### src/rtl/core/nbm_pkg.sv
// Shared types and constants for the nearest barcode matcher.
package nbm_pkg;

   localparam int BARCODE_W = 48;   // 16 bases at 3 bits
   localparam int BASE_W    = 3;
   localparam int INDEX_W   = 10;   // entry_index / match_index
   localparam int DIST_W    = 5;    // distances and base counts
   localparam int TAG_W     = 16;   // entry tag carried down the cell row
   localparam int CSR_IDX_W = 2;
   localparam int CSR_DATA_W = 11;

   localparam logic OP_LOAD  = 1'b0;
   localparam logic OP_QUERY = 1'b1;

   localparam logic [CSR_IDX_W-1:0] CSR_MM_LIMIT       = 2'd0;
   localparam logic [CSR_IDX_W-1:0] CSR_BARCODE_LENGTH = 2'd1;
   localparam logic [CSR_IDX_W-1:0] CSR_ENTRY_COUNT    = 2'd2;

   typedef struct packed {
      logic                 op;
      logic [INDEX_W-1:0]   entry_index;
      logic [BARCODE_W-1:0] barcode_value;
   } req_type;

   typedef struct packed {
      logic                 found;
      logic [INDEX_W-1:0]   match_index;
      logic [BARCODE_W-1:0] match_barcode;
      logic [DIST_W-1:0]    match_distance;
   } rsp_type;

   // One table entry travelling through the compare cells.
   typedef struct packed {
      logic                 live;   // slot holds a token
      logic                 cand;   // token carries a real table entry
      logic                 last;   // final token of the query
      logic [TAG_W-1:0]     tag;    // table index
      logic [BARCODE_W-1:0] entry;
      logic [DIST_W-1:0]    nmiss;  // mismatches counted so far
   } token_type;

   typedef enum logic [1:0] {
      ST_IDLE,
      ST_SCAN,
      ST_DRAIN
   } state_type;

endpackage

### src/rtl/core/nbm_cell.sv
// One compare cell: checks one base of the entry against the query.
module nbm_cell
   import nbm_pkg::*;
#(
   parameter int POS = 0
) (
   input  logic                 clock,
   input  logic                 reset,
   input  logic [DIST_W-1:0]    nbases,
   input  logic [BARCODE_W-1:0] query,
   input  token_type            prev_tok,
   output token_type            tok_out
);

   localparam int LO = BASE_W * POS;
   localparam logic [DIST_W-1:0] POS_D = DIST_W'(POS);

   logic      diff;
   logic      miss;
   token_type tok_in;
   token_type tok_ff;

   // bases above the 48-bit word are zero on both sides
   generate
      if (LO + BASE_W <= BARCODE_W) begin : g_base
         assign diff = prev_tok.entry[LO +: BASE_W] != query[LO +: BASE_W];
      end else begin : g_pad
         assign diff = 1'b0;
      end
   endgenerate

   assign miss = diff && (POS_D < nbases);

   always_comb begin
      tok_in       = prev_tok;
      tok_in.nmiss = prev_tok.nmiss + DIST_W'(miss);
   end

   always_ff @(posedge clock) begin
      if (reset) begin
         tok_ff <= '0;
      end else begin
         tok_ff <= tok_in;
      end
   end

   assign tok_out = tok_ff;

endmodule

### config.mk
export PLATFORM = sky130hd
export DESIGN_NAME = nbm_cell
export DESIGN_NICKNAME = d
export VERILOG_FILES = /design/src/rtl/core/nbm_pkg.sv /design/src/rtl/core/nbm_cell.sv
export SDC_FILE = /design/constraint.sdc
export NUM_CORES = 1
export LEC_CHECK = 0
export BUFFER_PORTS_ARGS = -buffer_cell sky130_fd_sc_hd__clkbuf_2
export CAP_MARGIN = 40
export CORE_MARGIN = 3
export CORE_UTILIZATION = 30
export CTS_BUF_LIST = sky130_fd_sc_hd__clkbuf_4
export DETAILED_ROUTE_END_ITERATION = 8
export PLACE_DENSITY_LB_ADDON = 0.12
export SLEW_MARGIN = 5
export SYNTH_ARGS = -nofsm -noshare
export SYNTH_HDL_FRONTEND = slang
export SYNTH_SLANG_ARGS = --single-unit
### constraint.sdc
create_clock -name clock -period 2.3 [get_ports clock]
set_input_delay 0.46 -clock clock [delete_from_list [all_inputs] [get_ports clock]]
set_output_delay 0.46 -clock clock [all_outputs]
set_load 0.01 [all_outputs]
==> results of run 1 <==
## cell usage in the layout, fill, tap and decap left out, drive strengths merged, types with 2 or more instances in the layout
master	Yosys	layout
buf	0	2
nand3	2	2
xnor2	4	4
nor2	4	4
and2b	42	42
xor2	2	2
ha	2	2
nor2b	27	27
clkinv	0	4
clkbuf	8	163
dfxtp	72	72
## kinds of logic (layout without fill, tap and decap cells)
logic type | after synthesis | in the layout | synth area share [%]
adders and majority gates | 2 | 2 | 1.206
xor gates and xnor gates | 6 | 6 | 2.533
DFF | 72 | 72 | 69.48
and+or+nand+nor | 76 | 76 | 24.91
buffers and inverters | 8 | 170 | 1.568
AOI/OAI and AO/OA | 1 | 1 | 0.3018
## final timing paths
kind          from  slack (ns)     endpoint
max      nbases[3]        0.73   tok_out[4]
min   prev_tok[13]        0.26  tok_out[13]
## critical path, delay by kind of cell
| kind | cells | cell delay (ns) |
|---|---|---|
| buffers and inverters | 1 | 0.07 |
| AND/OR/NAND/NOR | 4 | 0.73 |
| XOR/XNOR | 1 | 0.14 |
| adder cells (fa/ha/maj) | 2 | 0.41 |
| AO/OA/AOI/OAI | 1 | 0.05 |
## per-stage QoR
step	hold slack, ns	total power [uW]
4_1_cts	0.2258	2257
5_1_grt	0.2018	2364
2_1_floorplan	0.5852	1476
3_3_place_gp	0.6654	1627
3_5_place_dp	0.6673	1628
6_report	0.2612	2208
## final cells by class
class                   count  area, sq um  area share, %
flip-flops and latches     72         1441          47.54
clock buffers              10        75.07          2.476
multi-input cells          85        600.6          19.81
well taps                  77        96.34          3.178
repair buffers            155        793.3          26.17
clock inverters             5        25.02         0.8254
## where the power goes
group | internal [uW] | total [uW] | switching, uW
clock network | 218 | 617 | 398
logic | 144 | 258 | 114
registers | 1320 | 1330 | 17.2
total | 1680 | 2210 | 530
## routing by layer
metal	track usage (%)	wire length, microns
met1	12.93	1701
met2	19.62	2326
met3	7.281	600
met4	6.901	109
met5	0	0
==> impl_metrics.env, run 1 <==
export IMPL_outcome="complete, no violations"
export IMPL_max_stage_delay_ns=0.50
export IMPL_cap_violations=0
export IMPL_drive_gt1_share_pct=51.38
export IMPL_port_buffers=153
export IMPL_synth_seq_cells=72
export IMPL_yosysMostFrequentCell="dfxtp_1"
export IMPL_gp_congestion=0.7148
export IMPL_synth_cells=165
export IMPL_post_cts_setup_buffers=0
export IMPL_wire_per_inst_microns=11.73
export IMPL_irDropWorstVdd_mv=0.2559
export IMPL_critical_path_cell_chain="clkbuf_2 -> or4_1 -> nor2_1 -> a31oi_1 -> ha_1 -> ha_1 -> nand3_1 -> xor2_1 -> nor2_1"
export IMPL_die_width_microns=89.16
export IMPL_clk_path_buf_depth=2
export IMPL_synth_edf_count=0
export IMPL_yosys_cell_types_count=12
export IMPL_end_kind="flop"
export IMPL_rsz0062_at_grt="false"
export IMPL_critical_path_startpoint_type="input pin"
export IMPL_hold_viol_final=0
export IMPL_viasPerCell=3.988
export IMPL_worst_slack_ns=0.7256
export IMPL_cp_slowest_cell="or4_1"
export IMPL_drv_slew=0
export IMPL_hpwl_mm=3.766
export IMPL_ios=199
export IMPL_route_detailed_drc=0
export IMPL_synth_nets=294
export IMPL_dpl_cell_area_sq_um=2932
export IMPL_mappedNetlistArea_sq_um=2074
export IMPL_pre_cts_ws_ns=0.2903
export IMPL_fillers=661
export IMPL_whs_path_depth=2
export IMPL_core_area_sq_um=6531
export IMPL_yosysWarningCount=0
export IMPL_arrival_ns=1.87
export IMPL_min_period_over_period_pct=68.45
export IMPL_power_density_nw_per_um2=728.3
export IMPL_synth_top_area_cell="dfxtp_1"
export IMPL_syn_area_per_cell_sq_um=12.57
export IMPL_grt_pass1_wl_mm=7.182
export IMPL_final_nets=452
export IMPL_ys_seq_area_share_pct=69.48
export IMPL_num_antenna_cells=0
export IMPL_rows=29
export IMPL_finalCriticalPeriod_ns=1.574
export IMPL_initial_core_util_pct=31.76
export IMPL_htree_levels=3
export IMPL_dp_cells=389
export IMPL_holdBufCountCts=0
export IMPL_numCtsBuffers=9
export IMPL_first_iter_violations=18
export IMPL_routed_wl_mm=4.739
export IMPL_antenna_found_initial=0
export IMPL_crit_type="in2reg"
export IMPL_design_area_sq_um=3032
export IMPL_clock_fmax_mhz=635.2
export IMPL_root_buffer="clkbuf_4"
export IMPL_clk_pin_slew_ns=0.11
export IMPL_stdcell_count=404
export IMPL_hold_path_class="in2reg"
export IMPL_postLayoutCoreUtil_pct=46.42
export IMPL_grt_pass1_vias=1525
export IMPL_synth_top_area_share_pct=69.48
export IMPL_ys_flop_type="dfxtp_1"
export IMPL_ys_top_cells_by_count="dfxtp_1 (72), and2b_1 (42), nor2b_1 (27)"
export IMPL_worst_slew_pin_slew_ns=0.5163
export IMPL_first_pass_iters=2
export IMPL_cp_max_fo=2
export IMPL_relSlewSlack_pct=65.58
export IMPL_largest_reg_flops=72
export IMPL_die_area_sq_um=7949
export IMPL_syn2layout_area_growth_pct=46.14
export IMPL_grt_total_usage_pct=12.44
export IMPL_overflow=0
export IMPL_cts_sinks=72
export IMPL_die_height_microns=89.16
export IMPL_leakage_uw=0.001647
export IMPL_vias=1611
export IMPL_setup_viol=0
export IMPL_grt_max_degree=38
export IMPL_tns_ns=0
export IMPL_cts_tree="done"
export IMPL_worstPathRequired_ns=2.60
export IMPL_async_reset_ff_share_pct=0
export IMPL_cts_resized=0
export IMPL_ant_nets=0
export IMPL_yosys_top_cells_area="dfxtp_1 (69%), and2b_1 (15%), nor2b_1 (8.1%)"
Note: power is estimated with default switching activity, not from simulation.
==> run 2, diff against run 1 <==
==> constraint.sdc (replaced) <==
create_clock -name clock -period 1.5 [get_ports clock]
set_input_delay 0.3 -clock clock [delete_from_list [all_inputs] [get_ports clock]]
set_output_delay 0.3 -clock clock [all_outputs]
set_load 0.01 [all_outputs]
==> impl_metrics.env, run 2 (same netlist as run 1, synthesis figures left out) <==
export IMPL_cts_sinks=72
export IMPL_worstPathRequired_ns=1.79
export IMPL_die_height_microns=89.16
export IMPL_ios=199
export IMPL_clk_pin_slew_ns=0.11
export IMPL_min_period_over_period_pct=91.44
export IMPL_final_common_cell="clkbuf_2"
export IMPL_largest_reg_flops=72
export IMPL_final_nets=451
export IMPL_drive_gt1_share_pct=52.29
export IMPL_clock_fmax_mhz=729.1
export IMPL_power_density_nw_per_um2=1253
export IMPL_gp_congestion=0.6831
export IMPL_setup_viol=0
export IMPL_rsz0062_at_grt="false"
export IMPL_grt_pass1_vias=1486
export IMPL_syn2layout_area_growth_pct=50.48
export IMPL_tns_ns=0
export IMPL_whs_path_depth=2
export IMPL_ant_nets=0
export IMPL_relSlewSlack_pct=83.07
export IMPL_leakage_uw=0.001673
export IMPL_vias=1600
export IMPL_hold_viol_final=0
export IMPL_htree_levels=3
export IMPL_wire_per_inst_microns=11.69
export IMPL_end_kind="flop"
export IMPL_first_iter_violations=24
export IMPL_irDropWorstVdd_mv=0.6466
export IMPL_die_area_sq_um=7949
export IMPL_holdBufCountCts=0
export IMPL_finalCriticalPeriod_ns=1.372
export IMPL_route_detailed_drc=0
export IMPL_grt_pass1_wl_mm=6.851
export IMPL_holdWs_ns=0.1007
export IMPL_final_cell_mix="clkbuf_2 (153), dfxtp_1 (72), and2b_1 (42)"
export IMPL_hold_path_class="in2reg"
export IMPL_clk_path_buf_depth=2
export IMPL_port_buffers=153
export IMPL_viasPerCell=3.960
export IMPL_first_pass_iters=4
export IMPL_initial_core_util_pct=31.76
export IMPL_routed_wl_mm=4.724
export IMPL_numCtsBuffers=9
export IMPL_outcome="complete, no violations"
export IMPL_grt_max_degree=73
export IMPL_cts_resized=0
export IMPL_post_cts_setup_buffers=0
export IMPL_hpwl_mm=3.668
export IMPL_rows=29
export IMPL_drv_slew=0
export IMPL_overflow=0
export IMPL_cap_violations=0
export IMPL_antenna_found_initial=0
export IMPL_core_area_sq_um=6531
export IMPL_critical_path_startpoint_type="input pin"
export IMPL_crit_type="in2reg"
export IMPL_die_width_microns=89.16
export IMPL_worst_slew_pin_slew_ns=0.2539
export IMPL_grt_total_usage_pct=11.71
export IMPL_arrival_ns=1.66
export IMPL_cp_max_fo=2
export IMPL_root_buffer="clkbuf_4"
export IMPL_cts_tree="done"
export IMPL_num_antenna_cells=0
run 2: path summary, 6_finish.rpt:
path,from,end,slack (ns)
max,nbases[3],tok_out[4],0.13
min,prev_tok[23],tok_out[23],0.10
run 2: routing by layer:
layer | GRT usage, % | up-vias | routed length, microns
li1 | - | 814 | -
met1 | 11.55 | 684 | 1680
met2 | 18.82 | 92 | 2278
met3 | 7.005 | 10 | 654
met4 | 7.037 | 0 | 110
met5 | 0 | - | 0
run 2: area by class of cell:
class	instances	area, sq um
Multi-Input combinational cell	85	620.6
Clock buffer	9	67.56
Clock inverter	7	110.1
Timing Repair Buffer	154	785.8
Fill cell	656	3410
Tap cell	77	96.34
Sequential cell	72	1441
run 2: per-stage QoR:
stage	power [uW]	instance area [sq um]	cells	utilization [%]	setup WS, ns
after global placement	2498	2944	388	45.08	-0.2715
after detailed placement	2500	2944	388	45.08	-0.2777
after global routing	4120	3122	404	47.80	0.08794
after floorplan	2267	2095	165	-	-0.1534
final	3911	3122	404	47.80	0.1284
after CTS	3992	3122	404	47.80	0.1686
run 2: where the power goes:
| part | total, uW | internal, uW | switching (uW) |
|---|---|---|---|
| logic | 402 | 223 | 179 |
| clock network | 1470 | 831 | 636 |
| registers | 2040 | 2020 | 24.9 |
run 2: worst max-delay path, stage by stage:
cell and delay (ns):
clkbuf_2 0.07, or4_1 0.50, nor2_1 0.11, a31oi_1 0.05, ha_2 0.21, ha_4 0.16
nand3_2 0.05, xor2_1 0.14, nor2_1 0.05
==> run 3, diff against run 2 <==
==> constraint.sdc (replaced) <==
create_clock -name clock -period 1.5 [get_ports clock]
set_input_delay 0.075 -clock clock [delete_from_list [all_inputs] [get_ports clock]]
set_output_delay 0.075 -clock clock [all_outputs]
set_load 0.01 [all_outputs]
==> impl_metrics.env, run 3 (same netlist as run 1, synthesis figures left out) <==
export IMPL_grt_max_degree=73
export IMPL_end_kind="flop"
export IMPL_wire_per_inst_microns=12.30
export IMPL_clk_path_buf_depth=2
export IMPL_rsz0062_at_grt="false"
export IMPL_p_sw_share_pct=21.97
export IMPL_final_common_cell="clkbuf_2"
export IMPL_critical_path_startpoint_type="input pin"
export IMPL_cp_max_fo=2
export IMPL_vias=1904
export IMPL_routed_wl_mm=5.791
export IMPL_final_cell_mix="clkbuf_2 (153), dfxtp_1 (72), dlygate4sd3_1 (70)"
export IMPL_irDropWorstVdd_mv=0.5385
export IMPL_clock_fmax_mhz=688.0
export IMPL_grt_total_usage_pct=14.50
export IMPL_ant_nets=0
export IMPL_seq_power_share_pct=55.5
export IMPL_fillers=558
export IMPL_worst_slew_pin_slew_ns=0.2578
export IMPL_core_area_sq_um=6531
export IMPL_rows=29
export IMPL_first_iter_violations=19
export IMPL_worstPathRequired_ns=1.76
export IMPL_cts_sinks=72
export IMPL_cts_tree="done"
export IMPL_hpwl_mm=3.761
export IMPL_hold_viol_final=0
export IMPL_p_sw_uw=809.4
export IMPL_gp_congestion=0.6934
export IMPL_largest_reg_flops=72
export IMPL_grt_pass1_wl_mm=8.659
export IMPL_first_pass_iters=2
export IMPL_drv_slew=0
export IMPL_initial_core_util_pct=31.76
export IMPL_num_antenna_cells=0
export IMPL_syn2layout_area_growth_pct=80.94
export IMPL_finalCriticalPeriod_ns=1.453
export IMPL_design_area_sq_um=3754
export IMPL_overflow=0
export IMPL_p_int_uw=2875
export IMPL_setup_viol=0
export IMPL_worst_slack_ns=0.04655
export IMPL_die_area_sq_um=7949
export IMPL_pre_cts_ws_ns=-0.1408
export IMPL_clk_pin_slew_ns=0.09
export IMPL_route_detailed_drc=0
export IMPL_port_buffers=153
export IMPL_root_buffer="clkbuf_4"
export IMPL_htree_levels=3
export IMPL_holdWs_ns=0.05785
export IMPL_cap_violations=0
export IMPL_outcome="complete, no violations"
export IMPL_antenna_found_initial=0
export IMPL_ios=199
export IMPL_comb_power_share_pct=15.1
export IMPL_dp_cells=388
export IMPL_viasPerCell=4.042
export IMPL_leakage_uw=0.001946
export IMPL_numCtsBuffers=9
export IMPL_crit_type="in2reg"
export IMPL_relSlewSlack_pct=82.81
export IMPL_dpl_cell_area_sq_um=2924
export IMPL_die_height_microns=89.16
export IMPL_min_period_over_period_pct=96.90
export IMPL_multiInputGateArea_sq_um=613.1
export IMPL_power_density_nw_per_um2=981.6
export IMPL_p_clk_share_pct=29.4
export IMPL_die_width_microns=89.16
export IMPL_hold_path_class="in2reg"
export IMPL_grt_pass1_vias=1981
export IMPL_regArea_sq_um=1441
export IMPL_final_nets=521
export IMPL_arrival_ns=1.71
export IMPL_stdcell_count=471
export IMPL_drive_gt1_share_pct=42.89
run 3: changes by cell type in the layout (fill, tap and decap cells not counted), sizes merged:
cell	change
clkinv	-2
dlygate4sd3	+70
clkbuf	+2
bufinv	-2
clkinvlp	-1
run 3: per-stage QoR:
stage / TNS (ns) / total power (uW) / util, %
after detailed placement: -0.2344 / 2496 / 44.77
after CTS: 0 / 3745 / 57.28
final: 0 / 3684 / 57.47
after floorplan: 0 / 2263 / -
after global routing: 0 / 3891 / 57.47
after global placement: -0.1688 / 2493 / 44.77
run 3: worst max-delay path: stages:
cell	delay, ns
dlygate4sd3_1	0.54
clkbuf_2	0.12
xnor2_1	0.13
a31oi_1	0.19
ha_2	0.21
ha_2	0.19
nand3_1	0.08
xor2_1	0.14
nor2_1	0.05
run 3: power by group through the flow:
stage / registers [uW] / clock network, uW / logic (uW)
after floorplan: 2150 / 0 / 116
after global placement: 2090 / 0 / 405
after detailed placement: 2090 / 0 / 406
after CTS: 2050 / 1140 / 555
after global routing: 2060 / 1220 / 609
final: 2040 / 1080 / 556
run 3: worst paths after layout:
path,start,to,slack [ns],cells after the start
min,prev_tok[0],tok_out[0],0.06,3
max,prev_tok[7],tok_out[4],0.05,9
run 3: layout make-up:
cell class | count | share of cell area, %
well taps | 77 | 2.567
repair buffers | 224 | 39.60
clock inverters | 2 | 0.9000
multi-input cells | 85 | 16.33
flip-flops and latches | 72 | 38.40
clock buffers | 11 | 2.200
run 3: timing repair:
item | 4_1_cts | 5_1_grt
resized for setup | 0 | 3
setup endpoints to repair | 0 | 1
hold buffers | 70 | 0
buffers inserted | 0 | 0
hold endpoints to repair | 70 | 0
run 3: metal layers:
layer | vias to the layer above | GRT usage [%] | share of wire [%] | wire length, microns
met1 | 844 | 14.29 | 36 | 2107
li1 | 955 | - | - | -
met5 | - | 0 | 0 | 0
met4 | 0 | 7.713 | 2.9 | 167
met3 | 16 | 4.977 | 7.8 | 454
met2 | 89 | 26.52 | 53 | 3061
