`src/rtl/core/nbm_pkg.sv`:
```
// Shared types and constants for the nearest barcode matcher.
package nbm_pkg;

   localparam int BARCODE_W = 48;   // 16 bases at 3 bits
   localparam int BASE_W    = 3;
   localparam int INDEX_W   = 10;   // entry_index / match_index
   localparam int DIST_W    = 5;    // distances and base counts
   localparam int TAG_W     = 16;   // entry tag carried down the cell row
   localparam int CSR_IDX_W = 2;
   localparam int CSR_DATA_W = 11;

   localparam logic OP_LOAD  = 1'b0;
   localparam logic OP_QUERY = 1'b1;

   localparam logic [CSR_IDX_W-1:0] CSR_MM_LIMIT       = 2'd0;
   localparam logic [CSR_IDX_W-1:0] CSR_BARCODE_LENGTH = 2'd1;
   localparam logic [CSR_IDX_W-1:0] CSR_ENTRY_COUNT    = 2'd2;

   typedef struct packed {
      logic                 op;
      logic [INDEX_W-1:0]   entry_index;
      logic [BARCODE_W-1:0] barcode_value;
   } req_type;

   typedef struct packed {
      logic                 found;
      logic [INDEX_W-1:0]   match_index;
      logic [BARCODE_W-1:0] match_barcode;
      logic [DIST_W-1:0]    match_distance;
   } rsp_type;

   // One table entry travelling through the compare cells.
   typedef struct packed {
      logic                 live;   // slot holds a token
      logic                 cand;   // token carries a real table entry
      logic                 last;   // final token of the query
      logic [TAG_W-1:0]     tag;    // table index
      logic [BARCODE_W-1:0] entry;
      logic [DIST_W-1:0]    nmiss;  // mismatches counted so far
   } token_type;

   typedef enum logic [1:0] {
      ST_IDLE,
      ST_SCAN,
      ST_DRAIN
   } state_type;

endpackage

```
`src/rtl/core/nbm_track.sv`:
```
// Tracks best and runner-up distance over a query and forms the result.
module nbm_track
   import nbm_pkg::*;
(
   input  logic              clock,
   input  logic              reset,
   input  logic [DIST_W-1:0] mm_limit,
   input  token_type         tok,
   input  logic              take,
   output logic              done,
   output logic              res_valid,
   output rsp_type           res
);

   localparam logic [DIST_W:0] INF = '1;

   logic                 have_ff, have_in, have_n;
   logic                 exact_ff, exact_in, exact_n;
   logic [DIST_W:0]      best_ff, best_in, best_n;
   logic [DIST_W:0]      second_ff, second_in, second_n;
   logic [TAG_W-1:0]     bidx_ff, bidx_in, bidx_n;
   logic [BARCODE_W-1:0] bent_ff, bent_in, bent_n;
   logic                 res_valid_ff, res_valid_in;
   rsp_type              res_ff, res_in;
   logic [DIST_W:0]      d;
   logic                 found;

   always_comb begin
      d        = {1'b0, tok.nmiss};
      have_n   = have_ff;
      exact_n  = exact_ff;
      best_n   = best_ff;
      second_n = second_ff;
      bidx_n   = bidx_ff;
      bent_n   = bent_ff;
      if (tok.live && tok.cand && !exact_ff) begin
         if (tok.nmiss == '0) begin
            // exact hit: first one in index order wins
            have_n   = 1'b1;
            exact_n  = 1'b1;
            best_n   = '0;
            second_n = INF;
            bidx_n   = tok.tag;
            bent_n   = tok.entry;
         end else if (tok.nmiss <= mm_limit) begin
            if (d < best_ff) begin
               second_n = best_ff;
               best_n   = d;
               bidx_n   = tok.tag;
               bent_n   = tok.entry;
               have_n   = 1'b1;
            end else if (d < second_ff) begin
               second_n = d;
            end
         end
      end

      done  = tok.live && tok.last;
      found = have_n && (best_n < second_n);

      have_in   = have_n;
      exact_in  = exact_n;
      best_in   = best_n;
      second_in = second_n;
      bidx_in   = bidx_n;
      bent_in   = bent_n;
      if (done) begin
         have_in   = 1'b0;
         exact_in  = 1'b0;
         best_in   = INF;
         second_in = INF;
      end

      res_valid_in = res_valid_ff;
      res_in       = res_ff;
      if (take) begin
         res_valid_in = 1'b0;
      end
      if (done) begin
         res_valid_in          = 1'b1;
         res_in.found          = found;
         res_in.match_index    = found ? bidx_n[INDEX_W-1:0] : '0;
         res_in.match_barcode  = found ? bent_n : '0;
         res_in.match_distance = found ? best_n[DIST_W-1:0] : '0;
      end
   end

   always_ff @(posedge clock) begin
      bidx_ff <= bidx_in;
      bent_ff <= bent_in;
      res_ff  <= res_in;
      if (reset) begin
         have_ff      <= 1'b0;
         exact_ff     <= 1'b0;
         best_ff      <= INF;
         second_ff    <= INF;
         res_valid_ff <= 1'b0;
      end else begin
         have_ff      <= have_in;
         exact_ff     <= exact_in;
         best_ff      <= best_in;
         second_ff    <= second_in;
         res_valid_ff <= res_valid_in;
      end
   end

   assign res_valid = res_valid_ff;
   assign res       = res_ff;

   a_done_slot_free: assert property (@(posedge clock) disable iff (reset)
      done |-> !res_valid_ff)
      else $error("result overwritten while pending");

   a_exact_best_zero: assert property (@(posedge clock) disable iff (reset)
      exact_ff |-> (have_ff && best_ff == '0))
      else $error("exact flag without zero best distance");

   a_best_below_second: assert property (@(posedge clock) disable iff (reset)
      have_ff |-> (best_ff <= second_ff))
      else $error("best distance above runner-up");

endmodule

```
`config.mk`:
```
export PLATFORM = sky130hd
export DESIGN_NAME = nbm_track
export DESIGN_NICKNAME = d
export VERILOG_FILES = /design/src/rtl/core/nbm_pkg.sv /design/src/rtl/core/nbm_track.sv
export SDC_FILE = /design/constraint.sdc
export NUM_CORES = 1
export LEC_CHECK = 0
export BUFFER_PORTS_ARGS = -buffer_cell sky130_fd_sc_hd__buf_2
export CORE_AREA = 2 2 104 106
export DETAILED_ROUTE_END_ITERATION = 8
export DIE_AREA = 0 0 106 108
export PLACE_DENSITY = 0.9
export SETUP_SLACK_MARGIN = 0.3
export SLEW_MARGIN = 5
export SYNTH_ARGS = -nofsm -noshare
export SYNTH_HDL_FRONTEND = slang
export SYNTH_SLANG_ARGS = --single-unit
```
`constraint.sdc`:
```
create_clock -name clock -period 8.4 [get_ports clock]
set_input_delay 2.52 -clock clock [delete_from_list [all_inputs] [get_ports clock]]
set_output_delay 2.52 -clock clock [all_outputs]
set_load 0.01 [all_outputs]
```
==> flow_summary.yaml, run 1 <==
synth:
  synth_cells: 475
  synth_top_family_by_area: "compound AO/OA/AOI/OAI gates"
  synth_common_cells: "dfxtp_1 (73), nor2_1 (68), edfxtp_1 (64)"
  synth.distinct_cells: 42
  synth_adder_area_share: 0.03934
  synth_xor_area_frac: 0
  synth_edf_count: 64
  yosys_register_bits: 137
  synth_top_area_share: 0.3357
  ys_warn_count: 0
  yosysSeqAreaShare: 0.5910
  avgSynthCellArea_um2: 12.05
  yosys.area_share.simple: 0.08699
  synthMuxAreaShare: 0.1141
  synth_top_area_cell: "edfxtp_1"
  ys_dominant_reg_cell: "dfxtp_1"
  synthArstFlopShare: 0
  synth_nets: 573
  synth_compound_area_frac: 0.1176
  syn_area_um2: 5724
  yosysMostFrequentCell: "dfxtp_1"
  synth_area_leaders: "edfxtp_1 (34%), dfxtp_1 (26%), mux2_2 (11%)"
cells_and_area:
  final_util: 0.6803
  drive_above_1_share: 0.3904
  area_growth_pct: 21.60
  layout.nets: 710
  diodes: 0
critical_path:
  r2r_slack_ps: 3540
  path_cells: "buf_2, ha_1, nand4_1, o221ai_2, a21oi_4, a21oi_4, o22ai_1, inv_1, ha_1, a21o_1, a21o_1, a21oi_1, nand2b_1, a221oi_4, buf_4, o21ai_1, nor2_1"
  path_max_fanout: 41
  critPathKind: "in -> reg"
  crit_end: "res[58]"
  critPathLaunch: "tok[2]"
  path_buf_inv: 3
  worst_setup_path_end_kind: "flop"
  crit_path_start_kind: "input port"
  arrival_ps: 7050
  required_ps: 8750
  r2r_cells: 16
  slowest_stage: "a21oi_4"
  critPathTopFamily: "compound AO/OA/AOI/OAI gates"
  timing.rr.start: "best_ff[4]"
  timing.rr.end: "res[58]"
  cpPeakStageDelay_ps: 720
  cp_num_cells: 17
timing:
  hold_viol: 0
  rsz0062_at_grt: "false"
  fin_crit_ps: 6692
  hold_slack_ps: 467.7
  slew_headroom: 0.3588
  max_freq_mhz: 149.4
  setup_tns_ps: 0
  slew_violations: 0
  finClkSkew_ps: 7.202
  setup_ws_ps: 1708
  period_share: 0.7967
  tightest_slew_ps: 958.3
  setup_viol: 0
placed_design:
  pre_cts_slack_ps: 1195
  place.gp.congestion: 0.8252
  place.port_buffers: 139
  hpwl_um: 8420
global_routing:
  antenna_found_initial: 0
  grt-ovfl-total: 0
  track_usage: 0.2196
  grt_pass1_vias: 4129
  grt_max_degree: 67
  grt_pass1_wl_um: 19240
clock_tree:
  cts_hold_buffers: 0
  cts_resized: 0
  cts_tree: "built"
  clk_latency_ps: 520
  root_buffer: "clkbuf_8"
  cts_max_level: 4
  cts_buffers: 17
  numClockSinks: 137
  clkTransAtPathRegs_ps: 50
  clock_path_buffers: 2
  post_cts_buffers: 0
run:
  drv_cap: 0
floorplan:
  row_count: 37
  core_um2: 10230
  start_util: 0.5595
  die_y_um: 108
  ios: 146
  fp.dieW_um: 106
  dieArea_um2: 11450
power:
  power_mw: 1.785
  ir_worst_vdd_uv: 120.4
  leakage_nw: 3.090
  powerDensity_nw_per_um2: 256.4
drt:
  postRouteWirelength_um: 12390
  antenna_left: 0
  dr.pass1.iters: 4
  vias_per_cell: 5.386
  drtIter0Drc: 186
  wl_per_cell_um: 16.29
  drc_errors: 0
  num_vias: 4099
run_status:
  outcome: "finished clean"
worst_hold_path:
  hp-class: "reg -> reg"
[sequential cells by signal, summed over array words and instances (netlist names)]
signal and count:
bent_ff 48, best_ff 6, bidx_ff 10, exact_ff 1
have_ff 1, res 64, res_valid 1, second_ff 6
[cells by family (layout without fill, tap and decap cells)]
kind of cell / Yosys count / after routing
and+or+nand+nor: 111 / 111
AOI/OAI and AO/OA: 103 / 103
buffers and inverters: 48 / 198
adders and majority gates: 18 / 18
muxes: 58 / 58
DFF: 137 / 137
[worst min-delay path by stage]
| stage | slack [ps] | to | startpoint | depth (start not counted) |
|---|---|---|---|---|
| 2_1_floorplan | 440 | bent_ff[47] | bent_ff[47] | 1 |
| 3_3_place_gp | 450 | bent_ff[2] | bent_ff[2] | 1 |
| 3_5_place_dp | 460 | bent_ff[36] | bent_ff[36] | 1 |
| 4_1_cts | 470 | bent_ff[47] | bent_ff[47] | 1 |
| 5_1_grt | 480 | bent_ff[30] | bent_ff[30] | 1 |
| 6_report | 470 | bent_ff[6] | bent_ff[6] | 1 |
[stage by stage]
| stage | instance area [µm²] | instances |
|---|---|---|
| 6_report | 6960 | 761 |
| 5_1_grt | 6960 | 761 |
| 4_1_cts | 6960 | 761 |
| 3_5_place_dp | 6427 | 729 |
| 3_3_place_gp | 6427 | 729 |
| 2_1_floorplan | 5724 | 475 |
[worst register-to-register path, stage by stage, from the launching register on]
cell and delay (ps):
dfxtp_1 360, inv_1 60, ha_1 310, and4b_1 320, a21oi_4 110, a21oi_4 700, o22ai_1 280, inv_1 130
ha_1 250, a21o_1 180, a21o_1 180, a21oi_1 200, nand2b_1 120, a221oi_4 670, buf_4 530, o21ai_1 130
nor2_1 160
[cells in the final DEF, fill, tap and decap left out, types with 2 or more instances in the layout]
master / synthesis / layout
clkinvlp_4: 0 / 3
a21oi_2: 3 / 2
a21o_1: 4 / 4
a21oi_1: 5 / 5
clkinv_2: 0 / 4
and2_1: 7 / 6
a21oi_4: 4 / 5
nor2_1: 68 / 68
buf_4: 5 / 5
inv_1: 22 / 22
nand3_1: 5 / 5
a211oi_1: 3 / 3
nand2b_1: 6 / 6
o22ai_1: 7 / 7
a31oi_1: 2 / 2
a21o_2: 2 / 2
clkbuf_8: 0 / 3
clkbuf_16: 0 / 16
a22oi_1: 3 / 3
nand4_1: 2 / 2
edfxtp_1: 64 / 64
mux2_2: 58 / 58
dfxtp_1: 73 / 73
o21ai_0: 21 / 21
a22o_1: 2 / 2
o21ai_1: 40 / 40
nand2_1: 14 / 14
ha_1: 18 / 18
clkbuf_1: 5 / 4
nor2b_1: 3 / 3
buf_2: 2 / 139
[where the power goes]
| group | leakage (nW) | switching, mW | total (mW) | internal [mW] |
|---|---|---|---|---|
| clock | 0.255 | 0.257 | 0.661 | 0.404 |
| sequential | 1.23 | 0.0264 | 0.842 | 0.815 |
| combinational | 1.60 | 0.153 | 0.283 | 0.130 |
| total | 3.09 | 0.436 | 1.78 | 1.35 |
[metal layers]
layer,part of all wire,vias up,GRT usage
met5,0,-,0
met4,0.027,0,0.1128
met3,0.058,38,0.05425
met2,0.51,161,0.3880
met1,0.40,1940,0.2480
li1,-,1960,-
[cell type report]
type	count	area [µm²]
Clock inverter	9	76.32
Sequential cell	137	3383
Clock buffer	23	456.7
Multi-Input combinational cell	290	2058
Tap cell	136	170.2
Fill cell	737	3271
Timing Repair Buffer	144	733.2
Inverter	22	82.58
Note: power is estimated with default switching activity, not from simulation.
==> run 2: changes to the inputs <==
--- a/config.mk
+++ b/config.mk
@@ -6,10 +6,10 @@
 export NUM_CORES = 1
 export LEC_CHECK = 0
 export BUFFER_PORTS_ARGS = -buffer_cell sky130_fd_sc_hd__buf_2
-export CORE_AREA = 2 2 104 106
+export CORE_AREA = 2 2 113 115
 export DETAILED_ROUTE_END_ITERATION = 8
-export DIE_AREA = 0 0 106 108
-export PLACE_DENSITY = 0.9
+export DIE_AREA = 0 0 115 117
+export PLACE_DENSITY = 0.82
 export SETUP_SLACK_MARGIN = 0.3
 export SLEW_MARGIN = 5
 export SYNTH_ARGS = -nofsm -noshare
==> constraint.sdc (replaced) <==
create_clock -name clock -period 6.1 [get_ports clock]
set_input_delay 1.83 -clock clock [delete_from_list [all_inputs] [get_ports clock]]
set_output_delay 1.83 -clock clock [all_outputs]
set_load 0.01 [all_outputs]
==> flow_summary.yaml, run 2 (synthesis gave the netlist of run 1 again) <==
clock_tree:
  cts_buffers: 17
  clock_path_buffers: 2
  cts_hold_buffers: 0
  cts_max_level: 4
  numClockSinks: 137
  clk_latency_ps: 400
  clkTransAtPathRegs_ps: 50
  cts_tree: "built"
  root_buffer: "clkbuf_16"
cells_and_area:
  layout_commonest_cell: "buf_2"
  instances_no_fill: 779
  area_growth_pct: 24.04
  layout.nets: 714
  diodes: 0
  mostFrequentLayoutCells: "buf_2 (139), dfxtp_1 (73), nor2_1 (68)"
  num-fill-cells: 995
  drive_above_1_share: 0.3975
  fin_area_um2: 7101
  largest_register_ffs: 64
timing:
  period_share: 0.8888
  setup_viol: 0
  setup_tns_ps: 0
  hold_viol: 0
  max_freq_mhz: 184.5
  slew_headroom: 0.3046
  hold_slack_ps: 469.5
  rsz0062_at_grt: "false"
  finClkSkew_ps: 8.723
  fin_crit_ps: 5421
  tightest_slew_ps: 1039
  slew_violations: 0
drt:
  dr.pass1.iters: 4
  num_vias: 4113
  drc_errors: 0
  vias_per_cell: 5.280
  wl_per_cell_um: 16.06
  antenna_left: 0
  drtIter0Drc: 345
  postRouteWirelength_um: 12510
run_status:
  outcome: "finished clean"
placed_design:
  hpwl_um: 8377
  place_area_um2: 6501
  place.gp.congestion: 0.8490
  dpl.cell_count: 747
  place.port_buffers: 139
floorplan:
  ios: 146
  core_um2: 12310
  die_y_um: 117
  row_count: 41
  start_util: 0.4649
  fp.dieW_um: 115
  dieArea_um2: 13460
global_routing:
  antenna_found_initial: 0
  grt_pass1_wl_um: 19480
  grt-ovfl-total: 0
  grt_pass1_vias: 4083
  grt_max_degree: 67
  track_usage: 0.1856
worst_hold_path:
  whs_endpoint: "bent_ff[1]"
  hp-class: "reg -> reg"
  min_from: "bent_ff[1]"
  hold_depth: 1
critical_path:
  slowest_stage: "buf_6"
  crit_path_start_kind: "input port"
  path_max_fanout: 43
  worst_setup_path_end_kind: "flop"
  path_buf_inv: 2
  r2r_slack_ps: 2100
  required_ps: 6360
  r2r_cells: 16
  timing.rr.start: "best_ff[4]"
  crit_top_cell: "o21ai_0"
  path_cells: "buf_2, ha_1, a211oi_1, o221ai_2, a21oi_4, o21ai_0, a22o_1, and2_1, ha_1, a21o_1, a21o_1, a21oi_1, o21ai_0, a21oi_4, buf_6, o21ai_0, nor2_1"
  cpPeakStageDelay_ps: 330
  critPathKind: "in -> reg"
  critPathTopFamily: "compound AO/OA/AOI/OAI gates"
  arrival_ps: 5680
  timing.rr.end: "res[13]"
run:
  drv_cap: 0
power:
  ir_worst_vdd_uv: 152.9
  powerDensity_nw_per_um2: 362.0
  leakage_nw: 3.146
-- run 2: cell count changes in the layout (fill, tap and decap cells not counted), moves of 2 or more --
| cell | delta |
|---|---|
| bufinv_16 | +2 |
| clkbuf_8 | -2 |
| buf_12 | +2 |
| clkbuf_1 | -2 |
-- run 2: worst max-delay path by stage --
stage | from | to | cells after the start
after floorplan | tok[69] | done | 1
after global placement | tok[2] | res[10] | 17
after detailed placement | tok[2] | res[6] | 17
after CTS | tok[2] | res[6] | 17
after global routing | tok[2] | res[62] | 17
final | tok[2] | res[13] | 17
-- run 2: layer usage --
layer	wire (µm)	vias up	GRT usage
met5	0	-	0
met4	108	0	0.06185
met3	627	11	0.04222
met2	6446	141	0.3282
met1	5327	1993	0.2252
li1	-	1968	-
-- run 2: final cells by class --
type / count / area, µm² / area share
multi-input combinational: 290 / 2059 / 0.2900
timing repair buffer: 148 / 792.0 / 0.1115
tap: 150 / 187.7 / 0.02643
clock inverter: 12 / 148.9 / 0.02097
inverter: 22 / 82.58 / 0.01163
sequential: 137 / 3383 / 0.4765
clock buffer: 20 / 446.7 / 0.06291
-- run 2: power by group --
group	total, mW	internal [mW]	switching, mW
Combinational	0.393	0.184	0.209
Clock	1.02	0.652	0.368
Sequential	1.16	1.12	0.0355
Total	2.57	1.96	0.612
-- run 2: stage by stage --
step           setup slack [ps]  utilization  total power, mW
2_1_floorplan             835.5            -            1.450
3_3_place_gp              365.2       0.5280            1.539
3_5_place_dp              198.9       0.5280            1.569
4_1_cts                   600.8       0.5764            2.590
5_1_grt                   391.2       0.5767            2.679
6_report                  678.6       0.5767            2.571
-- run 2: repair_timing --
action,4_1_cts,5_1_grt
endpoints found under the setup margin,0,6
endpoints found under the hold margin,0,0
gates resized for setup,0,1
buffers inserted,0,0
==> run 3: changes to the inputs <==
--- a/config.mk
+++ b/config.mk
@@ -6,10 +6,11 @@
 export NUM_CORES = 1
 export LEC_CHECK = 0
 export BUFFER_PORTS_ARGS = -buffer_cell sky130_fd_sc_hd__buf_2
-export CORE_AREA = 2 2 113 115
+export CORE_AREA = 4 4 115 117
 export DETAILED_ROUTE_END_ITERATION = 8
-export DIE_AREA = 0 0 115 117
+export DIE_AREA = 0 0 119 121
 export PLACE_DENSITY = 0.82
+export RECOVER_POWER = 100
 export SETUP_SLACK_MARGIN = 0.3
 export SLEW_MARGIN = 5
 export SYNTH_ARGS = -nofsm -noshare
==> flow_summary.yaml, run 3 (synthesis gave the netlist of run 1 again) <==
drt:
  antenna_left: 0
  drtIter0Drc: 352
  vias_per_cell: 5.151
  dr.pass1.iters: 4
  num_vias: 4126
  postRouteWirelength_um: 12790
  wl_per_cell_um: 15.96
  drc_errors: 0
timing:
  setup_ws_ps: 612.5
  period_share: 0.8996
  rsz0062_at_grt: "false"
  tightest_slew_ps: 972.4
  max_freq_mhz: 182.2
  fin_crit_ps: 5487
  slew_headroom: 0.3493
  setup_viol: 0
  finClkSkew_ps: 12.41
  hold_slack_ps: 463.3
  hold_viol: 0
  slew_violations: 0
  setup_tns_ps: 0
power:
  sw_frac_of_total: 0.2424
  p_sw_uw: 625.1
  internal-power_mw: 1.953
  leakage_nw: 2.942
  pwr-share-clk: 0.408
  pwr-share-seq: 0.450
  comb_power_share: 0.142
  ir_worst_vdd_uv: 186.1
  powerDensity_nw_per_um2: 366.8
clock_tree:
  cts_resized: 0
  clkTransAtPathRegs_ps: 60
  root_buffer: "clkbuf_16"
  clock_path_buffers: 2
  cts_buffers: 17
  clk_latency_ps: 410
  cts_tree: "built"
  post_cts_buffers: 0
  cts_hold_buffers: 0
  numClockSinks: 137
  cts_max_level: 4
floorplan:
  fp.dieW_um: 119
  die_y_um: 121
  start_util: 0.4630
  ios: 146
  dieArea_um2: 14400
  core_um2: 12360
  row_count: 41
worst_hold_path:
  hp-class: "reg -> reg"
cells_and_area:
  layout.nets: 714
  num-fill-cells: 1037
  diodes: 0
  mostFrequentLayoutCells: "dfxtp_1 (73), buf_2 (73), nor2_1 (68), clkbuf_1 (68), edfxtp_1 (64)"
  final_util: 0.5687
  multi_input_area_um2: 2039
  register_area_um2: 3383
  largest_register_ffs: 64
  area_growth_pct: 22.82
  drive_above_1_share: 0.2623
  instances_no_fill: 801
critical_path:
  path_max_fanout: 22
  required_ps: 6350
  arrival_ps: 5740
  critPathKind: "in -> reg"
  worst_setup_path_end_kind: "flop"
  crit_path_start_kind: "input port"
placed_design:
  hpwl_um: 8518
  dpl.cell_count: 769
  place.port_buffers: 139
  place.gp.congestion: 0.9012
  pre_cts_slack_ps: 251.5
global_routing:
  grt_pass1_vias: 4224
  grt-ovfl-total: 0
  antenna_found_initial: 0
  grt_pass1_wl_um: 20670
  grt_max_degree: 67
  track_usage: 0.1824
run_status:
  outcome: "finished clean"
run:
  drv_cap: 0
run 3: routing by layer:
layer  share of wire  track usage
met5               0            0
met4           0.023      0.07820
met3           0.067      0.05315
met2            0.49       0.3070
met1            0.42       0.2180
run 3: final cells by class:
type / instances / area share
Multi-Input combinational cell: 290 / 0.2901
Clock inverter: 12 / 0.02331
Tap cell: 172 / 0.03061
Inverter: 22 / 0.01175
Sequential cell: 137 / 0.4812
Timing Repair Buffer: 148 / 0.09806
Clock buffer: 20 / 0.06496
run 3: power by group through the flow:
stage	sequential, mW	combinational, mW	clock (mW)
detailed placement	1.18	0.392	0
global placement	1.17	0.372	0
CTS	1.16	0.397	1.07
global route	1.17	0.413	1.12
finish	1.16	0.366	1.05
floorplan	1.18	0.267	0
run 3: worst paths after layout:
kind,startpoint,endpoint,slack (ps),depth (start not counted)
hold / removal,bidx_ff[4],bidx_ff[4],460,1
hold reg to reg,bidx_ff[4],bidx_ff[4],460,1
setup / recovery,tok[2],res[3],610,18
setup reg to reg,best_ff[4],res[3],1980,17
run 3: metrics by stage:
| step | total power [mW] | cell area [µm²] |
|---|---|---|
| floorplan | 1.450 | 5724 |
| global placement | 1.539 | 6515 |
| detailed placement | 1.569 | 6515 |
| CTS | 2.626 | 7136 |
| global route | 2.703 | 7030 |
| finish | 2.579 | 7030 |
run 3: worst max-delay path, cell delays in order:
cell	delay (ps)
buf_2	150
ha_1	310
a211oi_1	240
o221ai_1	240
a21oi_4	250
a21oi_1	190
buf_4	280
o22ai_1	290
inv_1	90
ha_1	180
a21o_1	160
a21o_1	180
a21oi_1	210
nand2b_1	120
a221oi_4	250
buf_4	280
a31oi_2	250
nor2_1	210
